$ cat config.mk
export PLATFORM = sky130hd
export DESIGN_NAME = ethernet_mac_address_swap
export DESIGN_NICKNAME = d
export VERILOG_FILES = /design/src/sv/ems_pkg.sv /design/src/sv/ethernet_mac_address_swap.sv /design/src/sv/ems_front.sv /design/src/sv/ems_queue.sv /design/src/sv/ems_back.sv
export SDC_FILE = /design/constraint.sdc
export NUM_CORES = 1
export LEC_CHECK = 0
export BUFFER_PORTS_ARGS = -buffer_cell sky130_fd_sc_hd__buf_2
export CELL_PAD_IN_SITES_DETAIL_PLACEMENT = 1
export CELL_PAD_IN_SITES_GLOBAL_PLACEMENT = 1
export CORE_ASPECT_RATIO = 0.6
export CORE_MARGIN = 2
export CORE_UTILIZATION = 45
export DETAILED_ROUTE_END_ITERATION = 7
export PLACE_DENSITY = 0.71
export SLEW_MARGIN = 20
export SYNTH_ARGS = -nofsm -noshare
export SYNTH_HDL_FRONTEND = slang
export SYNTH_SLANG_ARGS = --single-unit
$ cat constraint.sdc
create_clock -name clk -period 9.6 [get_ports clk]
set_clock_uncertainty 0.1 [all_clocks]
set_input_delay 0.96 -clock clk [delete_from_list [all_inputs] [get_ports clk]]
set_output_delay 0.96 -clock clk [all_outputs]
set_load 0.01 [all_outputs]
$ cat src/sv/ems_pkg.sv
`default_nettype none
// ----------------------------------------------------------------------------
// ems_pkg: shared definitions for the MAC address swap block
// Header geometry, queue sizing and the command that passes from the
// classifying front end to the executing back end.
// ----------------------------------------------------------------------------
package ems_pkg;

	localparam int unsigned ADDRESS_BYTES = 6;
	localparam int unsigned HDR_BYTES     = 2 * ADDRESS_BYTES;
	localparam int unsigned HDR_IDX_W     = (HDR_BYTES > 1) ? $clog2(HDR_BYTES) : 1;

	localparam logic [HDR_IDX_W-1:0] ADDR_OFS = HDR_IDX_W'(ADDRESS_BYTES);
	localparam logic [HDR_IDX_W-1:0] LAST_IDX = HDR_IDX_W'(HDR_BYTES - 1);

	localparam int unsigned QUEUE_DEPTH = 4;
	localparam int unsigned QUEUE_PTR_W = $clog2(QUEUE_DEPTH);

	typedef enum logic [1:0] {
		OP_CAPTURE,
		OP_SEND,
		OP_STREAM
	} op_t;

	typedef struct packed {
		op_t                  op;
		logic [HDR_IDX_W-1:0] idx;
		logic [7:0]           data;
		logic                 last;
	} cmd_t;

endpackage
`default_nettype wire

$ cat src/sv/ethernet_mac_address_swap.sv
`default_nettype none
// ----------------------------------------------------------------------------
// ethernet_mac_address_swap: loopback header rewrite
// Returns each Ethernet frame with its destination and source MAC addresses
// exchanged, one byte per beat.
// ----------------------------------------------------------------------------
// The block takes one frame byte per beat and normally accepts a beat every
// clock cycle. The first twelve bytes of a frame (both MAC addresses) are
// only stored. Each of the next twelve bytes goes into a twelve-entry delay
// ring and releases one header byte, the source address first and then the
// destination address; after that every byte leaves the ring twelve beats
// after it entered, so the output trails the input by twelve bytes. The beat
// that carries frame_end releases one byte and then the back end drains the
// twelve bytes left in the ring, one per cycle while the output is free; the
// last of them carries out_end. During that drain the four-entry command
// queue between the classifier and the executor fills, after which in_stall
// rises and holds the input off until the back end pops the first queued
// command after the drain. Otherwise the rate is one byte per cycle while
// the output is free, set by the back end, which carries out one command per
// cycle. Frames must be at least 25 bytes long; a frame end inside the
// address capture is ignored, and one inside the header send is kept with
// its byte and simply shows up on the output when that byte leaves.
// out_stall may be held for any time; the output register holds its beat and
// the queue lets the input run on until it is full.
// ----------------------------------------------------------------------------
module ethernet_mac_address_swap
	import ems_pkg::*;
(
	input  wire logic       clk,
	input  wire logic       arst_n,
	input  wire logic       in_valid,
	output logic            in_stall,
	input  wire logic [7:0] data_byte,
	input  wire logic       frame_end,
	output logic            out_valid,
	input  wire logic       out_stall,
	output logic [7:0]      out_byte,
	output logic            out_end
);

	// Command path from classifier through the queue to the executor.
	logic push;
	cmd_t push_cmd;
	logic q_full;
	logic q_valid;
	cmd_t head;
	logic pop;

	ems_front u_front (
		.clk       (clk),
		.arst_n    (arst_n),
		.in_valid  (in_valid),
		.in_stall  (in_stall),
		.data_byte (data_byte),
		.frame_end (frame_end),
		.q_full    (q_full),
		.push      (push),
		.cmd       (push_cmd)
	);

	ems_queue u_queue (
		.clk      (clk),
		.arst_n   (arst_n),
		.push     (push),
		.push_cmd (push_cmd),
		.pop      (pop),
		.full     (q_full),
		.q_valid  (q_valid),
		.head     (head)
	);

	ems_back u_back (
		.clk       (clk),
		.arst_n    (arst_n),
		.q_valid   (q_valid),
		.head      (head),
		.pop       (pop),
		.out_valid (out_valid),
		.out_stall (out_stall),
		.out_byte  (out_byte),
		.out_end   (out_end)
	);

endmodule
`default_nettype wire

$ cat src/sv/ems_front.sv
`default_nettype none
// ----------------------------------------------------------------------------
// ems_front: input beat classifier
// Tracks the frame phase and turns each input beat into a command for the
// back end: header capture, header send with store index, or streaming.
// ----------------------------------------------------------------------------
module ems_front
	import ems_pkg::*;
(
	input  wire logic       clk,
	input  wire logic       arst_n,
	input  wire logic       in_valid,
	output logic            in_stall,
	input  wire logic [7:0] data_byte,
	input  wire logic       frame_end,
	input  wire logic       q_full,
	output logic            push,
	output cmd_t            cmd
);

	typedef enum logic [1:0] {
		PH_CAPTURE,
		PH_SEND,
		PH_STREAM
	} phase_t;

	phase_t               phase_q;
	logic [HDR_IDX_W-1:0] count_q;

	assign in_stall = q_full;
	assign push     = in_valid && !q_full;

	always_comb begin
		cmd.data = data_byte;
		cmd.last = frame_end;
		cmd.idx  = count_q;
		cmd.op   = OP_CAPTURE;
		unique case (phase_q)
			PH_CAPTURE: cmd.op = OP_CAPTURE;
			PH_SEND: begin
				cmd.op  = OP_SEND;
				// Source address goes out first, then the destination.
				cmd.idx = (count_q < ADDR_OFS) ? count_q + ADDR_OFS : count_q - ADDR_OFS;
			end
			PH_STREAM: cmd.op = OP_STREAM;
			default: cmd.op = OP_CAPTURE;
		endcase
	end

	always_ff @(posedge clk or negedge arst_n) begin
		if (!arst_n) begin
			phase_q <= PH_CAPTURE;
			count_q <= '0;
		end else if (push) begin
			unique case (phase_q)
				PH_CAPTURE: begin
					if (count_q == LAST_IDX) begin
						count_q <= '0;
						phase_q <= PH_SEND;
					end else begin
						count_q <= count_q + 1'b1;
					end
				end
				PH_SEND: begin
					if (count_q == LAST_IDX) begin
						count_q <= '0;
						phase_q <= PH_STREAM;
					end else begin
						count_q <= count_q + 1'b1;
					end
				end
				PH_STREAM: begin
					if (frame_end) begin
						phase_q <= PH_CAPTURE;
						count_q <= '0;
					end
				end
				default: begin
					phase_q <= PH_CAPTURE;
					count_q <= '0;
				end
			endcase
		end
	end

endmodule
`default_nettype wire

$ cat src/sv/ems_queue.sv
`default_nettype none
// ----------------------------------------------------------------------------
// ems_queue: command queue
// Small first-in first-out buffer that decouples the classifier from the
// executing back end.
// ----------------------------------------------------------------------------
module ems_queue
	import ems_pkg::*;
(
	input  wire logic clk,
	input  wire logic arst_n,
	input  wire logic push,
	input  wire cmd_t push_cmd,
	input  wire logic pop,
	output logic      full,
	output logic      q_valid,
	output cmd_t      head
);

	cmd_t                   entry_q [QUEUE_DEPTH];
	logic [QUEUE_PTR_W-1:0] wr_ptr_q;
	logic [QUEUE_PTR_W-1:0] rd_ptr_q;
	logic [QUEUE_PTR_W:0]   fill_q;

	assign full    = (fill_q == (QUEUE_PTR_W + 1)'(QUEUE_DEPTH));
	assign q_valid = (fill_q != '0);
	assign head    = entry_q[rd_ptr_q];

	always_ff @(posedge clk) begin
		if (push) begin
			entry_q[wr_ptr_q] <= push_cmd;
		end
	end

	always_ff @(posedge clk or negedge arst_n) begin
		if (!arst_n) begin
			wr_ptr_q <= '0;
			rd_ptr_q <= '0;
			fill_q   <= '0;
		end else begin
			if (push) begin
				wr_ptr_q <= wr_ptr_q + 1'b1;
			end
			if (pop) begin
				rd_ptr_q <= rd_ptr_q + 1'b1;
			end
			if (push && !pop) begin
				fill_q <= fill_q + 1'b1;
			end else if (pop && !push) begin
				fill_q <= fill_q - 1'b1;
			end
		end
	end

endmodule
`default_nettype wire

$ cat src/sv/ems_back.sv
`default_nettype none
// ----------------------------------------------------------------------------
// ems_back: command executor
// Holds the header store and the delay ring, runs the end-of-frame drain
// and drives the registered output channel.
// ----------------------------------------------------------------------------
module ems_back
	import ems_pkg::*;
(
	input  wire logic clk,
	input  wire logic arst_n,
	input  wire logic q_valid,
	input  wire cmd_t head,
	output logic      pop,
	output logic      out_valid,
	input  wire logic out_stall,
	output logic [7:0] out_byte,
	output logic      out_end
);

	logic [7:0]           hdr_q  [HDR_BYTES];
	logic [8:0]           ring_q [HDR_BYTES];
	logic [HDR_IDX_W-1:0] ptr_q;
	logic [HDR_IDX_W-1:0] drain_cnt_q;
	logic                 draining_q;
	logic                 out_valid_q;
	logic [7:0]           out_byte_q;
	logic                 out_end_q;

	logic                 out_free;
	logic                 load;
	logic [8:0]           load_item;
	logic                 hdr_we;
	logic                 ring_we;
	logic [HDR_IDX_W-1:0] ptr_inc;
	logic                 drain_last;

	assign out_free   = !out_valid_q || !out_stall;
	assign ptr_inc    = (ptr_q == LAST_IDX) ? '0 : ptr_q + 1'b1;
	assign drain_last = (drain_cnt_q == LAST_IDX);

	always_comb begin
		pop       = 1'b0;
		load      = 1'b0;
		load_item = ring_q[ptr_q];
		hdr_we    = 1'b0;
		ring_we   = 1'b0;
		if (draining_q) begin
			load = out_free;
		end else if (q_valid) begin
			unique case (head.op)
				OP_CAPTURE: begin
					pop    = 1'b1;
					hdr_we = 1'b1;
				end
				OP_SEND: begin
					pop       = out_free;
					load      = out_free;
					ring_we   = out_free;
					load_item = {1'b0, hdr_q[head.idx]};
				end
				OP_STREAM: begin
					pop     = out_free;
					load    = out_free;
					ring_we = out_free;
				end
				default: pop = 1'b1;
			endcase
		end
	end

	always_ff @(posedge clk) begin
		if (hdr_we) begin
			hdr_q[head.idx] <= head.data;
		end
		if (ring_we) begin
			ring_q[ptr_q] <= {head.last, head.data};
		end
		if (load) begin
			out_byte_q <= load_item[7:0];
			out_end_q  <= load_item[8];
		end
	end

	always_ff @(posedge clk or negedge arst_n) begin
		if (!arst_n) begin
			ptr_q       <= '0;
			drain_cnt_q <= '0;
			draining_q  <= 1'b0;
			out_valid_q <= 1'b0;
		end else begin
			if (load) begin
				out_valid_q <= 1'b1;
			end else if (!out_stall) begin
				out_valid_q <= 1'b0;
			end
			if (draining_q) begin
				if (out_free) begin
					if (drain_last) begin
						draining_q  <= 1'b0;
						drain_cnt_q <= '0;
						ptr_q       <= '0;
					end else begin
						drain_cnt_q <= drain_cnt_q + 1'b1;
						ptr_q       <= ptr_inc;
					end
				end
			end else if (ring_we) begin
				ptr_q <= ptr_inc;
				if (head.op == OP_STREAM && head.last) begin
					draining_q  <= 1'b1;
					drain_cnt_q <= '0;
				end
			end
		end
	end

	assign out_valid = out_valid_q;
	assign out_byte  = out_byte_q;
	assign out_end   = out_end_q;

	a_no_pop_in_drain: assert property (@(posedge clk) disable iff (!arst_n)
		draining_q |-> !pop)
		else $error("command popped during ring drain");

	a_drain_ends_at_zero: assert property (@(posedge clk) disable iff (!arst_n)
		(draining_q && drain_last && out_free) |=> (ptr_q == '0 && !draining_q))
		else $error("ring pointer not rewound after drain");

	a_capture_no_output: assert property (@(posedge clk) disable iff (!arst_n)
		(!draining_q && q_valid && head.op == OP_CAPTURE) |-> !load)
		else $error("header capture produced an output beat");

	a_ptr_in_range: assert property (@(posedge clk) disable iff (!arst_n)
		(ptr_q <= LAST_IDX) && (drain_cnt_q <= LAST_IDX))
		else $error("ring pointer or drain count out of range");

endmodule
`default_nettype wire

Word-level counts from Yosys, hierarchy flattened

Memories as Yosys holds them, arrays and structs flattened.
Index checks and enable logic that the tools add are counted.

$add $sub $neg: 9
$mul: 0
Div/mod/pow operators: 0
$lt $le $gt $ge: 1
Equality and inequality tests: 13
Shifts and indexed selects: 0
Multiplexer cells: 48
Bitwise logic cells: 0
Reductions and logical operators: 22

Operator list:

| kind                                                                     | number |
|---|---|
| 4-bit two-way mux                                                        | 14 |
| 9-bit two-way mux                                                        | 3 |
| 1-bit two-way mux                                                        | 23 |
| 4-bit by 1-bit adder with 4-bit output (second input constant)           | 3 |
| 4-bit equality test (second input constant)                              | 3 |
| 4-bit case mux with 2 select lines                                       | 1 |
| 2-bit two-way mux                                                        | 3 |
| 3-bit two-way mux                                                        | 2 |
| 2-bit by 1-bit inequality test with 1-bit output (second input constant) | 3 |
| 2-bit case mux with 3 select lines                                       | 1 |
| 2-bit nonzero test                                                       | 3 |
| 1-bit zero test                                                          | 5 |
| 2-bit by 1-bit adder with 2-bit output (second input constant)           | 2 |
| 4-bit by 3-bit adder with 4-bit output (second input constant)           | 1 |
| 2-bit by 1-bit equality test with 1-bit output (second input constant)   | 2 |
| 2-bit equality test (second input constant)                              | 2 |
| 1-bit logical AND                                                        | 4 |
| 2-bit zero test                                                          | 2 |
| 4-bit by 3-bit < comparator with 1-bit output (second input constant)    | 1 |
| 2-bit inequality test (second input constant)                            | 2 |
| 2-bit case mux with 2 select lines                                       | 1 |
| 2-bit AND reduction                                                      | 2 |
| 4-bit AND reduction                                                      | 1 |
| 2-bit OR reduction                                                       | 2 |
| 7 further kinds                                                          | 7 |

Bits in registers: 32
Latch bits: 0
Memory bits (writable): 264
Memory bits (read-only): 0
Input port bits: 13
Output and inout port bits: 11
Word-level logic and storage cells: 107
Memories kept: 3

Memories:

| memory          | words | bits a word | read ports | clocked after Yosys merged registers in | write ports | line            | text |
|---|---|---|---|---|---|---|---|
| u_back.ring_q   | 12    | 9           | 1          | 0                                       | 1           | ems_back.sv:22  | `logic [8:0] ring_q [HDR_BYTES];` |
| u_back.hdr_q    | 12    | 8           | 1          | 0                                       | 1           | ems_back.sv:21  | `logic [7:0] hdr_q [HDR_BYTES];` |
| u_queue.entry_q | 4     | 15          | 1          | 0                                       | 1           | ems_queue.sv:20 | `cmd_t entry_q [QUEUE_DEPTH];` |

Depth between registers and ports, before layout

Gate-level depths: netlist (run 1).
An unclocked memory read counts as a cell.

Depth after elaboration: 9
Mapped depth: 13

By module

A second synthesis (run 1) with hierarchy kept.

Cell total of the unflattened synthesis: 662
Area total of the unflattened synthesis: 12,190.4 um^2

By module, submodules not included:

| module    | instances | cells each | area an instance (um^2) | sequential area each (um^2) |
|---|---|---|---|---|
| ems_back  | 1         | 489        | 9,032.4                 | 6,646.4 |
| ems_queue | 1         | 113        | 2,598.7                 | 1,976.9 |
| ems_front | 1         | 60         | 559.3                   | 150.1 |

Least setup slack after synthesis (run 1)

No wires, ideal clock.

Path kind: flip-flop to flip-flop
Start point: reg u_queue.rd_ptr_q[1]
End point: reg u_queue.fill_q[1]
Setup time: 125 ps
Arrival time: 2,832 ps
Setup slack: 6,544 ps
Cell stages (with the launch flop): 12
Buffers on the path: 2
Clock period less this slack: 3,056 ps
Path through: dfrtp_1 buf_2 buf_1 mux4_2 inv_1 ha_1 a211oi_1 inv_1 ha_1 inv_1 fa_1 mux2_2

Longest elaborated chain between the ends: 9
Elaborated cells between the ends (all ways): 12

Ends and longest elaborated chain:

| item                                                                                  | line            | text |
|---|---|---|
| start: declaration                                                                    | ems_queue.sv:22 | `logic [QUEUE_PTR_W-1:0] rd_ptr_q;` |
| start signal: assignment                                                              | ems_queue.sv:45 | `rd_ptr_q <= rd_ptr_q + 1'b1;` |
| memory read 4 x 15 bit (*)                                                            | n/a             |  |
| 2-bit by 1-bit equality test with 1-bit output or 2-bit equality test (tied branches) | ems_back.sv:51  | `unique case (head.op)` |
| 2-bit OR reduction (no line) (*)                                                      | n/a             |  |
| 1-bit two-way mux (*)                                                                 | ems_back.sv:51  |  |
| 1-bit two-way mux (*)                                                                 | ems_back.sv:50  | `end else if (q_valid) begin` |
| 1-bit two-way mux (*)                                                                 | ems_back.sv:48  | `if (draining_q) begin` |
| 1-bit zero test                                                                       | ems_queue.sv:47 | `if (push && !pop) begin` |
| 1-bit logical AND                                                                     | ems_queue.sv:47 |  |
| 3-bit two-way mux or 2-bit nonzero test (tied branches)                               | n/a             |  |
| end signal: assignment                                                                | ems_queue.sv:48 | `fill_q <= fill_q + 1'b1;` |
| end signal: assignment                                                                | ems_queue.sv:50 | `fill_q <= fill_q - 1'b1;` |
| end: declaration                                                                      | ems_queue.sv:23 | `logic [QUEUE_PTR_W:0] fill_q;` |

Mark *: on every way between the ends. The rest lies on a longest branch, timed or not.
A chain may end at the register's enable or synchronous reset.

Worst setup path after layout (run 1)

Start point: reg u_queue.rd_ptr_q[0]
End point: reg u_queue.fill_q[1]

Same word-level chain as after synthesis.

==> impl_metrics.csv, run 1 <==
group,metric,value,unit
finish,seq_area,0.00878,sq mm
synthesis,synth_top_area_share,0.682,
global_routing,gr-total-overflow,0,
global_routing,grt_max_degree,56,
sta,slew_headroom,0.384,
clock_tree,h-tree-depth,1,
route,drc,0,
synthesis,syn_area,0.0120,sq mm
synthesis,yosys.area.top_type,"edfxtp_1",
power_and_ir_drop,cellLeakagePower,0.00454,uW
global_routing,grt_pass1_wl,39500,microns
synthesis,yosys.cell_count.top_type,"edfxtp_1",
synthesis,synth_common_cells,"273 x edfxtp_1, 53 x mux2i_1, 43 x mux4_2, 34 x nand2_1",
synthesis,syn-num-nets,691,
floorplanning,fp.dieArea,0.0281,sq mm
clock_tree,clkTransAtPathRegs,0.06,ns
floorplanning,fp.coreArea,0.0263,sq mm
worst_setup_path,path_class,"reg2reg",
sta,max_slew.worst_pin.slew,0.921,ns
worst_setup_path,r2r_slack,6.09,ns
synthesis,synth_ff_type,"edfxtp_1",
route,wl_per_cell,24.3,microns
finish,multiInputGateArea,0.00304,sq mm
worst_setup_path,worstPathArrival,3.83,ns
finish,area_growth,11.7,%
global_routing,grt_usage,0.189,
clock_tree,cts.path.max_buffers,3,
clock_tree,cts_setup_buffers,0,
finish,nNetsFinal,716,
clock_tree,cts_root_buf,"clkbuf_16",
worst_setup_path,start_kind,"register",
clock_tree,hold_buffers,0,
route,drt_first_iter_violations,464,
route,dr.pass1.iters,5,
floorplanning,dieHeight,131,microns
synthesis,syn_area_per_cell,18.2,sq um
worst_setup_path,cp_max_fo,17,
clock_tree,cts_resized,0,
synthesis,yosysSeqAreaShare,0.730,
sta,max_freq,285,MHz
synthesis,synth.area.top_cells,"edfxtp_1 68%, mux4_2 8.1%, dfrtp_1 4.8%, mux2i_1 4.4%, ha_1 1.7%",
power_and_ir_drop,power_density,338,mW/mm^2
worst_setup_path,end_kind,"register",
synthesis,synth_edf_count,273,
run_status,outcome,"complete, no violations",
clock_tree,cts_tree,"done",
floorplanning,start_util,0.457,
sta,tns,0,ns
sta,period_needed,3.51,ns
run,maxCapViolCount,0,
hold_path,hp-class,"in2async",
power_and_ir_drop,peakVddDrop,0.190,mV
route,wl,26000,microns
worst_setup_path,reg2reg_from,"u_queue.rd_ptr_q[0]$_DFFE_PN0P_",
synthesis,ys_types,51,
sta,rsz0062_at_grt,"no",
sta,hold_violations,0,
finish,fillers,2444,
route,ant_nets,0,
synthesis,synthCells,661,
sta,fin_crit_sh,0.366,
worst_setup_path,startpoint,"u_queue.rd_ptr_q[0]$_DFFE_PN0P_",
synthesis,yosysWarningCount,0,
power_and_ir_drop,power,4540,uW
placed_design,hpwlAfterDp,16800,microns
worst_setup_path,r2r_cells,9,
floorplanning,die_width,215,microns
global_routing,antenna_found_initial,0,
floorplanning,ios,24,
synthesis,async_flop_share,0.0777,
worst_setup_path,required,9.92,ns
clock_tree,worstSkewPairLatency,0.55,ns
route,viasPerCell,5.59,
worst_setup_path,reg2reg_to,"u_queue.fill_q[1]$_DFFE_PN0P_",
worst_setup_path,endpoint,"u_queue.fill_q[1]$_DFFE_PN0P_",
synthesis,synth-seq-cells,296,
sta,finalSetupViolCount,0,
clock_tree,cts_sinks,296,
finish,drive_gt1_frac,0.192,
global_routing,grt_pass1_vias,6404,
sta,slew_viol_final,0,
placed_design,io_buffers,23,
route,vias,5976,
floorplanning,rows,46,
placed_design,gp_congestion,0.748,
clock_tree,numCtsBuffers,29,
## layout make-up
class,instances,area share
repair buffers,26,0.0103
diodes,1,0.000186
inverters,18,0.00503
well taps,360,0.0336
multi-input cells,315,0.227
flip-flops and latches,296,0.654
clock buffers,32,0.0549
clock inverters,21,0.0155
## power breakdown
group          internal (uW)  leakage, uW  switching (uW)
combinational            522      0.00133             934
sequential              1810      0.00275             137
clock                    660     0.000461             474
total                   2990      0.00454            1540
## registers in the layout, indices dropped and copies added, names as in the netlist
register / flops
u_back.drain_cnt_q: 4
u_queue.entry_q: 60
u_back.hdr_q: 96
u_back.ring_q: 108
u_back.ptr_q: 4
u_queue.wr_ptr_q: 2
u_queue.rd_ptr_q: 2
u_front.phase_q: 2
u_back.out_valid: 1
u_back.out_byte: 8
u_front.count_q: 4
u_back.out_end: 1
u_back.draining_q: 1
u_queue.fill_q: 3
## metrics by stage
step                setup WS, ns  std cells  hold WS [ns]  utilization  cell area [sq um]
floorplan                   6.54        661         0.351            -              12000
global placement            5.82       1015         0.372        0.473              12400
detailed placement          5.64       1015         0.386        0.473              12400
CTS                         5.60       1068         0.334        0.509              13400
global route                5.77       1068         0.351        0.510              13400
finish                      6.09       1069         0.328        0.510              13400
## cell families after synthesis
kind of cell	synth area share
flip-flops	0.730
multiplexers	0.137
AND/OR/NAND/NOR	0.0459
AO/OA/AOI/OAI	0.0446
buffers and inverters	0.0192
adder cells (fa/ha/maj)	0.0183
XOR/XNOR	0.00510
## placed cells by master, fill, tap and decap left out, types with 3 or more instances in the layout
master	n
edfxtp_1	273
mux2i_1	53
mux4_2	43
nand2_1	34
clkbuf_16	29
o21ai_0	23
buf_2	23
dfrtp_1	21
and2_1	19
inv_1	17
ha_1	16
nor2_1	15
o211ai_1	14
mux2_2	11
clkinv_1	10
o21ai_1	8
a21oi_1	7
nand2b_1	6
a221oi_2	6
nor2b_1	4
xnor2_1	4
nor3b_1	4
nor3b_2	4
a21o_1	4
bufinv_16	4
clkinv_2	4
nor4_1	3
nor3_2	3
nand3_1	3
xor2_1	3
clkbuf_1	3
buf_4	3
## critical path: stages, from the launching register on
cell and delay, ns:
dfrtp_2 0.73, mux4_2 0.61, inv_1 0.11, ha_1 0.28
a211oi_1 0.50, inv_1 0.10, ha_1 0.23, inv_1 0.08
fa_1 0.39, mux2_2 0.27
## layer usage
layer	track usage	up-vias	routed length (microns)
met3	0.0287	34	1050
met1	0.285	3146	12800
met4	0.0495	0	508
met5	0	-	0
li1	-	2666	-
met2	0.292	130	11600
## worst min-delay path by stage
stage	startpoint	to	slack (ns)	cells after the start
after global routing	arst_n	u_back.draining_q$_DFF_PN0_	0.35	1
after global placement	u_queue.fill_q[2]$_DFFE_PN0P_	u_queue.fill_q[2]$_DFFE_PN0P_	0.37	1
after detailed placement	u_front.phase_q[0]$_DFFE_PN0P_	u_front.phase_q[0]$_DFFE_PN0P_	0.39	1
after floorplan	u_front.phase_q[0]$_DFFE_PN0P_	u_front.phase_q[0]$_DFFE_PN0P_	0.35	1
final	arst_n	u_front.count_q[1]$_DFFE_PN0P_	0.33	1
after CTS	arst_n	u_back.draining_q$_DFF_PN0_	0.33	1
No activity file was read; power rests on OpenSTA's default activity.
==> run 2: changes to the inputs <==
--- a/config.mk
+++ b/config.mk
@@ -5,6 +5,7 @@
 export SDC_FILE = /design/constraint.sdc
 export NUM_CORES = 1
 export LEC_CHECK = 0
+export ABC_AREA = 1
 export BUFFER_PORTS_ARGS = -buffer_cell sky130_fd_sc_hd__buf_2
 export CELL_PAD_IN_SITES_DETAIL_PLACEMENT = 1
 export CELL_PAD_IN_SITES_GLOBAL_PLACEMENT = 1
@@ -12,7 +13,7 @@
 export CORE_MARGIN = 2
 export CORE_UTILIZATION = 45
 export DETAILED_ROUTE_END_ITERATION = 7
-export PLACE_DENSITY = 0.71
+export PLACE_DENSITY = 0.78
 export SLEW_MARGIN = 20
 export SYNTH_ARGS = -nofsm -noshare
 export SYNTH_HDL_FRONTEND = slang
==> constraint.sdc (replaced) <==
create_clock -name clk -period 3.1 [get_ports clk]
set_clock_uncertainty 0.1 [all_clocks]
set_input_delay 0.31 -clock clk [delete_from_list [all_inputs] [get_ports clk]]
set_output_delay 0.31 -clock clk [all_outputs]
set_load 0.01 [all_outputs]
==> impl_metrics.csv, run 2 <==
group,metric,value,unit
run_status,outcome,"complete, no violations",
worst_setup_path,reg2reg_from,"u_queue.rd_ptr_q[0]$_DFFE_PN0P_",
synthesis,synth_common_cells,"291 x nand2_1, 273 x edfxtp_1, 125 x nor2_1, 84 x o21ai_0, 82 x nand3_1",
worst_setup_path,r2r_cells,13,
synthesis,synth.area.top_cells,"edfxtp_1 66%, nand2_1 8.8%, dfrtp_1 4.7%, nor2_1 3.8%, o21ai_0 3.4%",
floorplanning,rows,46,
power_and_ir_drop,cellLeakagePower,0.00540,uW
route,drc,0,
synthesis,yosys.area.top_type,"edfxtp_1",
power_and_ir_drop,seq_power_share,0.382,
placed_design,dp.cells,1476,
finish,largest_register_ffs,108,
finish,layout_commonest_cell,"nand2_1",
finish,final_cells,1538,
power_and_ir_drop,p_sw,6530,uW
hold_path,hp-class,"in2async",
sta,tns,0,ns
synthesis,synth_top_area_share,0.663,
clock_tree,clkTransAtPathRegs,0.07,ns
placed_design,dpl_cell_area,0.0132,sq mm
clock_tree,cts_setup_buffers,0,
finish,final_area,0.0141,sq mm
clock_tree,cts.path.max_buffers,3,
finish,final_cell_mix,"291 x nand2_1, 273 x edfxtp_1, 125 x nor2_1",
route,drt_first_iter_violations,660,
synthesis,synth-seq-cells,296,
synthesis,synth_ff_type,"edfxtp_1",
global_routing,grt_pass1_wl,50400,microns
floorplanning,dieHeight,132,microns
run,maxCapViolCount,0,
synthesis,yosysSeqAreaShare,0.710,
clock_tree,cts_root_buf,"clkbuf_16",
finish,area_growth,14.3,%
synthesis,syn_area_per_cell,11.4,sq um
global_routing,antenna_found_initial,0,
finish,top_register,"u_back.ring_q",
finish,antennaDiodeCount,0,
global_routing,grt_max_degree,60,
power_and_ir_drop,power_density,1110,mW/mm^2
global_routing,grt_usage,0.228,
worst_setup_path,endpoint,"u_queue.fill_q[2]$_DFFE_PN0P_",
route,viasPerCell,5.49,
route,wl,32500,microns
power_and_ir_drop,switching_share,0.416,
finish,top_regs,"u_back.ring_q (108), u_back.hdr_q (96), u_queue.entry_q (60)",
route,dr.pass1.iters,4,
sta,rsz0062_at_grt,"no",
worst_setup_path,required,3.44,ns
worst_setup_path,r2r_slack,0.19,ns
clock_tree,worstSkewPairLatency,0.57,ns
worst_setup_path,startpoint,"u_queue.rd_ptr_q[0]$_DFFE_PN0P_",
synthesis,ys_types,30,
sta,hold_violations,0,
route,wl_per_cell,21.1,microns
synthesis,syn-num-nets,1114,
sta,max_freq,343,MHz
power_and_ir_drop,peakVddDrop,0.945,mV
sta,period_needed,2.91,ns
global_routing,gr-total-overflow,0,
floorplanning,fp.dieArea,0.0289,sq mm
worst_setup_path,worstPathArrival,3.25,ns
floorplanning,ios,24,
sta,finalSetupViolCount,0,
synthesis,async_flop_share,0.0777,
sta,slew_viol_final,0,
synthesis,syn_area,0.0124,sq mm
finish,nNetsFinal,1187,
sta,slew_headroom,0.489,
sta,max_slew.worst_pin.slew,0.765,ns
sta,fin_crit_sh,0.940,
worst_setup_path,path_class,"reg2reg",
floorplanning,fp.coreArea,0.0267,sq mm
finish,fin_util,0.529,
power_and_ir_drop,power,15700,uW
route,vias,8438,
worst_setup_path,reg2reg_to,"u_queue.fill_q[2]$_DFFE_PN0P_",
placed_design,hpwlAfterDp,20300,microns
power_and_ir_drop,power_frac_clock,0.204,
clock_tree,h-tree-depth,1,
worst_setup_path,end_kind,"register",
floorplanning,start_util,0.463,
worst_setup_path,start_kind,"register",
worst_setup_path,cp_max_fo,7,
synthesis,yosys.cell_count.top_type,"nand2_1",
power_and_ir_drop,p_comb_frac,0.414,
global_routing,grt_pass1_vias,8848,
clock_tree,numCtsBuffers,27,
clock_tree,cts_sinks,296,
finish,drive_gt1_frac,0.119,
floorplanning,die_width,218,microns
synthesis,yosysWarningCount,0,
power_and_ir_drop,internal_power,9170,uW
clock_tree,cts_tree,"done",
placed_design,io_buffers,23,
synthesis,synthCells,1084,
synthesis,synth_edf_count,273,
placed_design,gp_congestion,0.786,
route,ant_nets,0,
==> run 2: changes by cell type in the layout (fill, tap and decap cells not counted), moves of 14 or more <==
cell	before	now
inv_1	17	46
o211ai_1	14	0
o22ai_1	2	30
buf_4	3	58
nor3_1	2	16
o21ai_0	23	84
nor2_1	15	125
and2_1	19	0
nand2_1	34	291
mux2i_1	53	0
nand3_1	3	82
mux4_2	43	0
==> run 2: cells by family (layout without fill, tap and decap cells) <==
family,count (synthesis),count (layout),share of synthesized area
AOI/OAI and AO/OA,139,139,0.0608
xor gates and xnor gates,7,7,0.00496
adders and majority gates,17,17,0.0178
buffers and inverters,101,195,0.0348
DFF,296,296,0.710
and+or+nand+nor,524,524,0.172
==> run 2: layout make-up <==
cell class                      instances  area, sq um
Clock buffer                           40          764
Clock inverter                         10         62.6
Fill cell                            2848        12600
Inverter                               52          195
Multi-Input combinational cell        687         3220
Sequential cell                       296         8770
Tap cell                              360          450
Timing Repair Buffer                   93          671
==> run 2: repair_timing <==
item                                    CTS  global route
hold endpoints to repair                 61             0
endpoints found under the setup margin    0             1
gates resized for setup                   0             1
hold buffers                             12             0
==> run 2: worst min-delay path by stage <==
stage                      start                                 to  slack, ns  cells after the start
after global routing      arst_n        u_back.ptr_q[2]$_DFFE_PN0P_       0.26                      2
after floorplan           arst_n  u_back.drain_cnt_q[0]$_DFFE_PN0P_      -0.09                      0
after global placement    arst_n  u_back.drain_cnt_q[0]$_DFFE_PN0P_       0.24                      1
after detailed placement  arst_n  u_back.drain_cnt_q[0]$_DFFE_PN0P_       0.25                      1
after CTS                 arst_n        u_back.ptr_q[2]$_DFFE_PN0P_       0.18                      2
final                     arst_n        u_back.ptr_q[2]$_DFFE_PN0P_       0.18                      2
==> run 2: per-stage QoR <==
step / hold WS, ns / setup slack (ns)
3_3_place_gp: 0.242 / 0.321
5_1_grt: 0.259 / 0.0211
2_1_floorplan: -0.0856 / 0.0447
3_5_place_dp: 0.253 / 0.207
6_report: 0.179 / 0.186
4_1_cts: 0.176 / 0.208
==> run 2: worst max-delay path, stage by stage (launching register included) <==
cell and delay (ns):
dfrtp_1 0.45, inv_2 0.16, nand2_1 0.07, a32oi_1 0.29, inv_1 0.13, ha_1 0.32, nand3_1 0.08, nand2_1 0.13
ha_1 0.16, inv_1 0.07, fa_1 0.44, a21oi_1 0.14, o21ai_0 0.10, xor2_1 0.15
==> run 2: routing by layer <==
layer | wire, microns | track usage
met4 | 734 | 0.0574
met1 | 15300 | 0.334
met5 | 0 | 0
met2 | 14700 | 0.354
met3 | 1810 | 0.0427
==> run 2: power groups by stage <==
stage	Clock (uW)	Combinational, uW	Sequential (uW)
floorplan	0	3930	6050
global placement	0	6140	6030
detailed placement	0	6420	6070
CTS	3250	6510	5990
global route	3380	7220	6040
finish	3210	6500	5990
